`src/sv/sspq_pkg.sv`:
```
`timescale 1ns / 1ps
// ----------------------------------------------------------------------------
// Stable sorted priority queue package
// Shared word types, operation and status codes, and the command that the
// controller broadcasts to the row of queue cells.
// ----------------------------------------------------------------------------
package sspq_pkg;

  localparam int unsigned ElemW  = 32;
  localparam int unsigned PrioW  = 16;
  localparam int unsigned CountW = 5;

  typedef enum logic [2:0] {
    OP_INSERT      = 3'd0,
    OP_REMOVE_HEAD = 3'd1,
    OP_REMOVE_ELEM = 3'd2,
    OP_CHANGE_PRIO = 3'd3,
    OP_CONTAINS    = 3'd4,
    OP_ITER_FIRST  = 3'd5,
    OP_ITER_NEXT   = 3'd6,
    OP_CLEAR       = 3'd7
  } op_e;

  typedef enum logic [1:0] {
    ST_OK        = 2'd0,
    ST_FULL      = 2'd1,
    ST_NOT_FOUND = 2'd2
  } status_e;

  typedef enum logic [2:0] {
    CMD_HOLD        = 3'd0,
    CMD_INSERT      = 3'd1,
    CMD_REMOVE_HEAD = 3'd2,
    CMD_REMOVE_ELEM = 3'd3,
    CMD_REMOVE_PAIR = 3'd4,
    CMD_PROBE       = 3'd5
  } cmd_e;

  typedef struct packed {
    op_e              operation;
    logic [ElemW-1:0] element;
    logic [PrioW-1:0] priority_req;
    logic [PrioW-1:0] target_prio;
  } in_word_t;

  typedef struct packed {
    status_e           status;
    logic              found;
    logic [CountW-1:0] entry_count;
    logic              read_valid;
    logic [ElemW-1:0]  read_element;
  } out_word_t;

  typedef struct packed {
    logic [ElemW-1:0] elem;
    logic [PrioW-1:0] prio;
  } slot_t;

  typedef struct packed {
    cmd_e             kind;
    logic [ElemW-1:0] key_elem;
    logic [PrioW-1:0] key_prio;
  } cell_cmd_t;

endpackage

```
`src/sv/sspq_cell.sv`:
```
`timescale 1ns / 1ps
// ----------------------------------------------------------------------------
// Stable sorted priority queue cell
// Holds one entry of the sorted row. It keeps its entry, loads the new entry,
// takes its left neighbor's entry on insert, or its right neighbor's on remove.
// ----------------------------------------------------------------------------
module sspq_cell
  import sspq_pkg::*;
(
  input  logic      clk_i,
  input  cell_cmd_t cmd_i,
  input  logic      valid_i,
  input  slot_t     left_i,
  input  logic      left_ge_i,
  input  slot_t     right_i,
  input  logic      hit_i,
  output logic      ge_o,
  output logic      hit_o,
  output slot_t     slot_o
);

  slot_t slot_q;
  slot_t slot_d;
  logic  match;

  always_comb begin
    case (cmd_i.kind)
      CMD_REMOVE_HEAD: match = valid_i;
      CMD_REMOVE_ELEM,
      CMD_PROBE:       match = valid_i && (slot_q.elem == cmd_i.key_elem);
      CMD_REMOVE_PAIR: match = valid_i && (slot_q.elem == cmd_i.key_elem) &&
                               (slot_q.prio == cmd_i.key_prio);
      default:         match = 1'b0;
    endcase
  end

  assign ge_o   = valid_i && (slot_q.prio >= cmd_i.key_prio);
  assign hit_o  = hit_i || match;
  assign slot_o = slot_q;

  always_comb begin
    slot_d = slot_q;
    case (cmd_i.kind)
      CMD_INSERT: begin
        if (!ge_o) begin
          if (left_ge_i) begin
            slot_d.elem = cmd_i.key_elem;
            slot_d.prio = cmd_i.key_prio;
          end else begin
            slot_d = left_i;
          end
        end
      end
      CMD_REMOVE_HEAD,
      CMD_REMOVE_ELEM,
      CMD_REMOVE_PAIR: begin
        if (hit_i || match) begin
          slot_d = right_i;
        end
      end
      default: slot_d = slot_q;
    endcase
  end

  always_ff @(posedge clk_i) begin
    slot_q <= slot_d;
  end

endmodule

```
`src/sv/stable_sorted_priority_queue_core.sv`:
```
`timescale 1ns / 1ps
// ----------------------------------------------------------------------------
// Stable sorted priority queue core
// Keeps up to QUEUE_DEPTH entries sorted by priority in a row of cells, with
// insert, removal, change of priority, membership test and iteration.
// ----------------------------------------------------------------------------
// Latency: the result word is registered in the cycle after the input word is
// accepted; a change priority that hits removes, then reinserts and registers in S_REINS.
// Throughput: one word per cycle while the output is not stalled; none in S_REINS.
// Reset empties the queue and ends iteration; entry contents are not cleared.
module stable_sorted_priority_queue_core
  import sspq_pkg::*;
#(
  parameter int unsigned QUEUE_DEPTH = 16
) (
  input  logic      clk_i,
  input  logic      rst_ni,
  input  logic      in_valid_i,
  output logic      in_stall_o,
  input  in_word_t  in_word_i,
  output logic      out_valid_o,
  input  logic      out_stall_i,
  output out_word_t out_word_o
);

  localparam int unsigned CntW = $clog2(QUEUE_DEPTH + 1);
  localparam int unsigned CurW = $clog2(QUEUE_DEPTH);

  typedef enum logic [1:0] {
    S_IDLE  = 2'b01,
    S_REINS = 2'b10
  } state_e;

  state_e           state_q, state_d;
  logic [CntW-1:0]  count_q, count_d;
  logic [CurW-1:0]  cursor_q, cursor_d;
  logic             cur_valid_q, cur_valid_d;
  logic             out_valid_q, out_valid_d;
  out_word_t        out_q, res;
  logic [ElemW-1:0] hold_elem_q, hold_elem_d;
  logic [PrioW-1:0] hold_prio_q, hold_prio_d;

  cell_cmd_t        cmd;
  logic             accept;
  logic             load_out;
  logic             full;
  logic             any_hit;
  logic [CurW-1:0]  read_idx;
  logic [CntW:0]    next_pos;
  logic [CntW+CountW-1:0] count_ext;

  slot_t            cell_slot [QUEUE_DEPTH];
  logic [QUEUE_DEPTH-1:0] cell_ge;
  logic [QUEUE_DEPTH:0]   hit_chain;

  assign in_stall_o = (state_q != S_IDLE) || (out_valid_q && out_stall_i);
  assign accept     = in_valid_i && !in_stall_o;
  assign full       = (count_q == CntW'(QUEUE_DEPTH));
  assign any_hit    = hit_chain[QUEUE_DEPTH];
  assign next_pos   = (CntW + 1)'(cursor_q) + (CntW + 1)'(1);
  assign hit_chain[0] = 1'b0;

  for (genvar i = 0; i < QUEUE_DEPTH; i++) begin : g_cell
    localparam logic [CntW-1:0] Idx = CntW'(i);
    slot_t left_slot;
    slot_t right_slot;
    logic  left_ge;

    if (i == 0) begin : g_head
      assign left_slot = slot_t'{elem: cmd.key_elem, prio: cmd.key_prio};
      assign left_ge   = 1'b1;
    end else begin : g_body
      assign left_slot = cell_slot[i-1];
      assign left_ge   = cell_ge[i-1];
    end

    if (i == QUEUE_DEPTH - 1) begin : g_tail
      assign right_slot = cell_slot[i];
    end else begin : g_inner
      assign right_slot = cell_slot[i+1];
    end

    sspq_cell u_cell (
      .clk_i     (clk_i),
      .cmd_i     (cmd),
      .valid_i   (Idx < count_q),
      .left_i    (left_slot),
      .left_ge_i (left_ge),
      .right_i   (right_slot),
      .hit_i     (hit_chain[i]),
      .ge_o      (cell_ge[i]),
      .hit_o     (hit_chain[i+1]),
      .slot_o    (cell_slot[i])
    );
  end

  always_comb begin
    cmd.kind     = CMD_HOLD;
    cmd.key_elem = in_word_i.element;
    cmd.key_prio = in_word_i.priority_req;
    if (state_q == S_REINS) begin
      cmd.kind     = CMD_INSERT;
      cmd.key_elem = hold_elem_q;
      cmd.key_prio = hold_prio_q;
    end else if (accept) begin
      case (in_word_i.operation)
        OP_INSERT: begin
          if (!full) begin
            cmd.kind = CMD_INSERT;
          end
        end
        OP_REMOVE_HEAD: cmd.kind = CMD_REMOVE_HEAD;
        OP_REMOVE_ELEM: cmd.kind = CMD_REMOVE_ELEM;
        OP_CHANGE_PRIO: cmd.kind = CMD_REMOVE_PAIR;
        OP_CONTAINS:    cmd.kind = CMD_PROBE;
        default:        cmd.kind = CMD_HOLD;
      endcase
    end
  end

  always_comb begin
    state_d      = state_q;
    count_d      = count_q;
    cursor_d     = cursor_q;
    cur_valid_d  = cur_valid_q;
    hold_elem_d  = hold_elem_q;
    hold_prio_d  = hold_prio_q;
    load_out     = 1'b0;
    read_idx     = cursor_q;
    res.status       = ST_OK;
    res.found        = 1'b0;
    res.read_valid   = 1'b0;
    res.read_element = '0;

    if (state_q == S_REINS) begin
      count_d      = count_q + CntW'(1);
      state_d      = S_IDLE;
      load_out     = 1'b1;
    end else if (accept) begin
      load_out = 1'b1;
      case (in_word_i.operation)
        OP_INSERT: begin
          cur_valid_d = 1'b0;
          if (full) begin
            res.status = ST_FULL;
          end else begin
            count_d  = count_q + CntW'(1);
          end
        end
        OP_REMOVE_HEAD: begin
          cur_valid_d = 1'b0;
          if (count_q != '0) begin
            count_d = count_q - CntW'(1);
          end
        end
        OP_REMOVE_ELEM: begin
          cur_valid_d = 1'b0;
          if (any_hit) begin
            count_d = count_q - CntW'(1);
          end else begin
            res.status = ST_NOT_FOUND;
          end
        end
        OP_CHANGE_PRIO: begin
          cur_valid_d = 1'b0;
          if (any_hit) begin
            count_d     = count_q - CntW'(1);
            state_d     = S_REINS;
            hold_elem_d = in_word_i.element;
            hold_prio_d = in_word_i.target_prio;
            load_out    = 1'b0;
          end else begin
            res.status = ST_NOT_FOUND;
          end
        end
        OP_CONTAINS: begin
          res.found = any_hit;
        end
        OP_ITER_FIRST: begin
          if (count_q == '0) begin
            cur_valid_d = 1'b0;
          end else begin
            cursor_d         = '0;
            cur_valid_d      = 1'b1;
            read_idx         = '0;
            res.read_valid   = 1'b1;
            res.read_element = cell_slot[read_idx].elem;
          end
        end
        OP_ITER_NEXT: begin
          if (cur_valid_q && (next_pos < (CntW + 1)'(count_q))) begin
            cursor_d         = next_pos[CurW-1:0];
            read_idx         = next_pos[CurW-1:0];
            res.read_valid   = 1'b1;
            res.read_element = cell_slot[read_idx].elem;
          end
        end
        OP_CLEAR: begin
          count_d     = '0;
          cur_valid_d = 1'b0;
        end
        default: begin
          load_out = 1'b1;
        end
      endcase
    end

    count_ext       = (CntW + CountW)'(count_d);
    res.entry_count = count_ext[CountW-1:0];
  end

  always_comb begin
    if (load_out) begin
      out_valid_d = 1'b1;
    end else if (!out_stall_i) begin
      out_valid_d = 1'b0;
    end else begin
      out_valid_d = out_valid_q;
    end
  end

  always_ff @(posedge clk_i or negedge rst_ni) begin
    if (!rst_ni) begin
      state_q     <= S_IDLE;
      count_q     <= '0;
      cursor_q    <= '0;
      cur_valid_q <= 1'b0;
      out_valid_q <= 1'b0;
    end else begin
      state_q     <= state_d;
      count_q     <= count_d;
      cursor_q    <= cursor_d;
      cur_valid_q <= cur_valid_d;
      out_valid_q <= out_valid_d;
    end
  end

  always_ff @(posedge clk_i) begin
    hold_elem_q <= hold_elem_d;
    hold_prio_q <= hold_prio_d;
    if (load_out) begin
      out_q <= res;
    end
  end

  assign out_valid_o = out_valid_q;
  assign out_word_o  = out_q;

endmodule

```
`config.mk`:
```
export PLATFORM = sky130hd
export DESIGN_NAME = stable_sorted_priority_queue_core
export DESIGN_NICKNAME = d
export VERILOG_FILES = /design/src/sv/sspq_pkg.sv /design/src/sv/sspq_cell.sv /design/src/sv/stable_sorted_priority_queue_core.sv
export SDC_FILE = /design/constraint.sdc
export NUM_CORES = 2
export LEC_CHECK = 0
export ABC_AREA = 1
export BUFFER_PORTS_ARGS = -buffer_cell sky130_fd_sc_hd__buf_2
export CELL_PAD_IN_SITES_DETAIL_PLACEMENT = 0
export CELL_PAD_IN_SITES_GLOBAL_PLACEMENT = 1
export CORE_MARGIN = 2
export CORE_UTILIZATION = 47
export DETAILED_ROUTE_END_ITERATION = 12
export PLACE_DENSITY = 0.84
export SETUP_SLACK_MARGIN = 0.1
export SLEW_MARGIN = 30
export SYNTH_ARGS = -nofsm -noshare
export SYNTH_HDL_FRONTEND = slang
export SYNTH_HIERARCHICAL = 1
export SYNTH_SLANG_ARGS = --single-unit
```
`constraint.sdc`:
```
create_clock -name clk_i -period 14.5 [get_ports clk_i]
set_input_delay 3.625 -clock clk_i [delete_from_list [all_inputs] [get_ports clk_i]]
set_output_delay 3.625 -clock clk_i [all_outputs]
set_load 0.005 [all_outputs]
```
==> metrics.txt <==
# TYPE chip_impl_metric gauge
chip_impl_metric{name="final_net_count",unit=""} 9802
chip_impl_metric{name="cp_data_required_time",unit="ns"} 14.70
chip_impl_metric{name="drt.antenna.violating_nets",unit=""} 0
chip_impl_metric{name="post_cts_resized",unit=""} 0
chip_impl_metric{name="relSlewSlack",unit="%"} 29.32
chip_impl_metric{name="die-area",unit="sq um"} 144000
chip_impl_info{name="hold_path.class",value="register to register"} 1
chip_impl_info{name="timing.critical_path.from_type",value="primary input"} 1
chip_impl_metric{name="critPathMaxStageDelay",unit="ns"} 0.74
chip_impl_metric{name="finalCriticalPeriod",unit="ns"} 9.748
chip_impl_metric{name="leakagePower",unit="nW"} 30.77
chip_impl_metric{name="detail_route.wl_per_cell",unit="microns"} 19.26
chip_impl_info{name="cp_slowest_cell",value="sky130_fd_sc_hd__nor3_2"} 1
chip_impl_metric{name="clk_path_buf_depth",unit=""} 3
chip_impl_metric{name="grtUsageMet1",unit="%"} 38.69
chip_impl_metric{name="top_level_ports",unit=""} 114
chip_impl_metric{name="drtPass1Iterations",unit=""} 6
chip_impl_info{name="worstSetupStartpoint",value="out_stall_i"} 1
chip_impl_metric{name="post_synth_inst_count",unit=""} 9582
chip_impl_metric{name="core_area",unit="sq um"} 139700
chip_impl_metric{name="grt_usage",unit="%"} 29.64
chip_impl_metric{name="arrival",unit="ns"} 9.94
chip_impl_metric{name="routed-via-count",unit=""} 61832
chip_impl_info{name="most_common_library_cell_in_the_layout_ignoring_fill_and_taps",value="sky130_fd_sc_hd__nand2_1"} 1
chip_impl_metric{name="layout_setup_ws",unit="ns"} 4.752
chip_impl_metric{name="drt-vias-per-instance",unit=""} 5.411
chip_impl_metric{name="ratio_of_cells_with_drive_above_1_in_the_final_layout",unit="%"} 6.147
chip_impl_metric{name="achievable-frequency",unit="MHz"} 102.6
chip_impl_metric{name="port_buffers",unit=""} 113
chip_impl_metric{name="worst_skew_pair.late_latency",unit="ns"} 0.74
chip_impl_info{name="cp_endpoint",value="out_word_o[21]$_SDFFCE_PN0P_"} 1
chip_impl_info{name="unrepaired_setup_endpoints_after_global_routing",value="false"} 1
chip_impl_metric{name="die_w",unit="microns"} 379.5
chip_impl_metric{name="post-route-drc-count",unit=""} 0
chip_impl_metric{name="detailedPlace.worstSlack",unit="ns"} 4.273
chip_impl_metric{name="hold_depth",unit=""} 2
chip_impl_metric{name="use_met3",unit="%"} 3.050
chip_impl_metric{name="syn_to_final_growth",unit="%"} 7.656
chip_impl_info{name="grt-busiest-layer",value="met2"} 1
chip_impl_info{name="tritoncts",value="built"} 1
chip_impl_metric{name="timing_max_transition_violations_final",unit=""} 0
chip_impl_metric{name="final_number_of_hold_violating_endpoints",unit=""} 0
chip_impl_metric{name="routabilityCongestion",unit=""} 0.8715
chip_impl_metric{name="initial_core_utilization",unit="%"} 47.44
chip_impl_metric{name="crit_path_max_fanout",unit=""} 85
chip_impl_metric{name="vdd.ir_drop.worst",unit="V"} 0.0001813
chip_impl_metric{name="antenna_found_initial",unit=""} 3
chip_impl_metric{name="cap_violations",unit=""} 0
chip_impl_metric{name="synth_area_per_cell",unit="sq um"} 6.916
chip_impl_metric{name="hold_slack",unit="ns"} 0.5255
chip_impl_metric{name="post-route-util",unit="%"} 51.07
chip_impl_info{name="crit-reg2reg-launch",value="state_q[0]$_DFFE_PN1P_"} 1
chip_impl_metric{name="drt_wl_total",unit="mm"} 220.1
chip_impl_metric{name="timing.setup.tns",unit="ns"} 0
chip_impl_info{name="critical-path-top-cell-by-count",value="sky130_fd_sc_hd__inv_1"} 1
chip_impl_info{name="cts_root_buffer",value="sky130_fd_sc_hd__clkbuf_16"} 1
chip_impl_metric{name="clock_skew",unit="ns"} 0.03021
chip_impl_metric{name="clkSinkCount",unit=""} 870
chip_impl_metric{name="final_power",unit="mW"} 15.52
chip_impl_metric{name="finalSetupViolations",unit=""} 0
chip_impl_metric{name="final.period_utilization",unit="%"} 67.23
chip_impl_metric{name="clock_pin_slew_on_the_worst_setup_and_hold_paths",unit="ns"} 0.06
chip_impl_info{name="r2r_end",value="out_word_o[21]$_SDFFCE_PN0P_"} 1
chip_impl_metric{name="timing.reg2reg.worst_path_depth",unit=""} 53
chip_impl_metric{name="clock_tree.htree_level_count",unit=""} 3
chip_impl_metric{name="largest_net_degree_at_the_start_of_global_routing",unit=""} 111
chip_impl_metric{name="fillers",unit=""} 13949
chip_impl_metric{name="grt_first_pass_wirelength",unit="mm"} 339.3
chip_impl_metric{name="max_slew.worst_pin.slew",unit="ns"} 1.060
chip_impl_metric{name="drt-initial-drc-count",unit=""} 5617
chip_impl_metric{name="post-cts-setup-buffer-count",unit=""} 0
chip_impl_metric{name="power_density",unit="nW/um^2"} 217.6
chip_impl_metric{name="floorplan.die.height",unit="microns"} 379.5
chip_impl_metric{name="holdBufCountCts",unit=""} 0
chip_impl_info{name="run_status",value="complete, no violations"} 1
chip_impl_info{name="final_cell_mix",value="sky130_fd_sc_hd__nand2_1 (3614), sky130_fd_sc_hd__o21ai_0 (1275), sky130_fd_sc_hd__inv_1 (1149)"} 1
chip_impl_metric{name="overflow",unit=""} 0
chip_impl_metric{name="dp_hpwl",unit="mm"} 156.1
chip_impl_metric{name="placement_rows",unit=""} 137
chip_impl_metric{name="number_of_global_route_vias_before_repair",unit=""} 58366
chip_impl_info{name="start_to_end_type_of_the_worst_setup_path",value="primary input to register"} 1
chip_impl_metric{name="cts-buffers-inserted",unit=""} 105
chip_impl_metric{name="netlist_area",unit="sq um"} 66270
chip_impl_metric{name="reg2reg_slack",unit="ns"} 6.37
chip_impl_metric{name="grt.met2_usage",unit="%"} 50.60
chip_impl_metric{name="yosys_warnings",unit=""} 6
chip_impl_info{name="worstSetupEndpointType",value="register"} 1
[stage by stage]
step / instances / cell area [sq um]
after floorplan: 9587 / 66290
after global placement: 11233 / 67850
after detailed placement: 11234 / 67880
after CTS: 11425 / 71280
after global routing: 11426 / 71340
final: 11427 / 71350
[state kept, by name (all words and copies together) (netlist names)]
signal and flops:
count_q 5, cur_valid_q 1, cursor_q 4, g_cell.u_cell/slot_o 768, hold_elem_q 32, hold_prio_q 16, out_valid_o 1, out_word_o 41
state_q 2
[worst min path at each step]
stage / start / to / slack, ns
3_5_place_dp: out_valid_o$_DFFE_PN0P_ / out_valid_o$_DFFE_PN0P_ / 0.52
3_3_place_gp: out_valid_o$_DFFE_PN0P_ / out_valid_o$_DFFE_PN0P_ / 0.51
5_1_grt: out_valid_o$_DFFE_PN0P_ / out_valid_o$_DFFE_PN0P_ / 0.56
6_report: out_valid_o$_DFFE_PN0P_ / out_valid_o$_DFFE_PN0P_ / 0.53
2_1_floorplan: cursor_q[1]$_DFFE_PN0P_ / cursor_q[1]$_DFFE_PN0P_ / 0.47
4_1_cts: state_q[0]$_DFFE_PN1P_ / state_q[0]$_DFFE_PN1P_ / 0.53
[metal layers]
| metal | wire length (microns) | vias up |
|---|---|---|
| met1 | 93850 | 28941 |
| li1 | - | 30651 |
| met2 | 105100 | 1856 |
| met3 | 12510 | 380 |
| met4 | 8584 | 4 |
| met5 | 34 | - |
[critical path, delay by kind of cell]
kind	cells	cell delay [ns]
and+or+nand+nor	25	3.24
buffers and inverters	19	2.69
AOI/OAI and AO/OA	2	0.31
[layout make-up]
class                           instances  area [sq um]  share of cell area (%)
Multi-Input combinational cell       7029         33430                   46.85
Sequential cell                       870         26070                   36.53
Inverter                             1240          4668                   6.543
Clock buffer                          125          2764                   3.874
Tap cell                             1876          2347                   3.290
Timing Repair Buffer                  220          1443                   2.022
Clock inverter                         66         630.6                  0.8839
Antenna cell                            1         2.502                0.003507
[report_power, final]
part           leakage [nW]  switching (mW)  internal (mW)
registers              8.05           0.986           4.38
clock network          1.69            1.15           1.55
logic                  21.0            5.07           2.40
total                  30.8            7.20           8.32
Power figures use the tool's default switching activity.
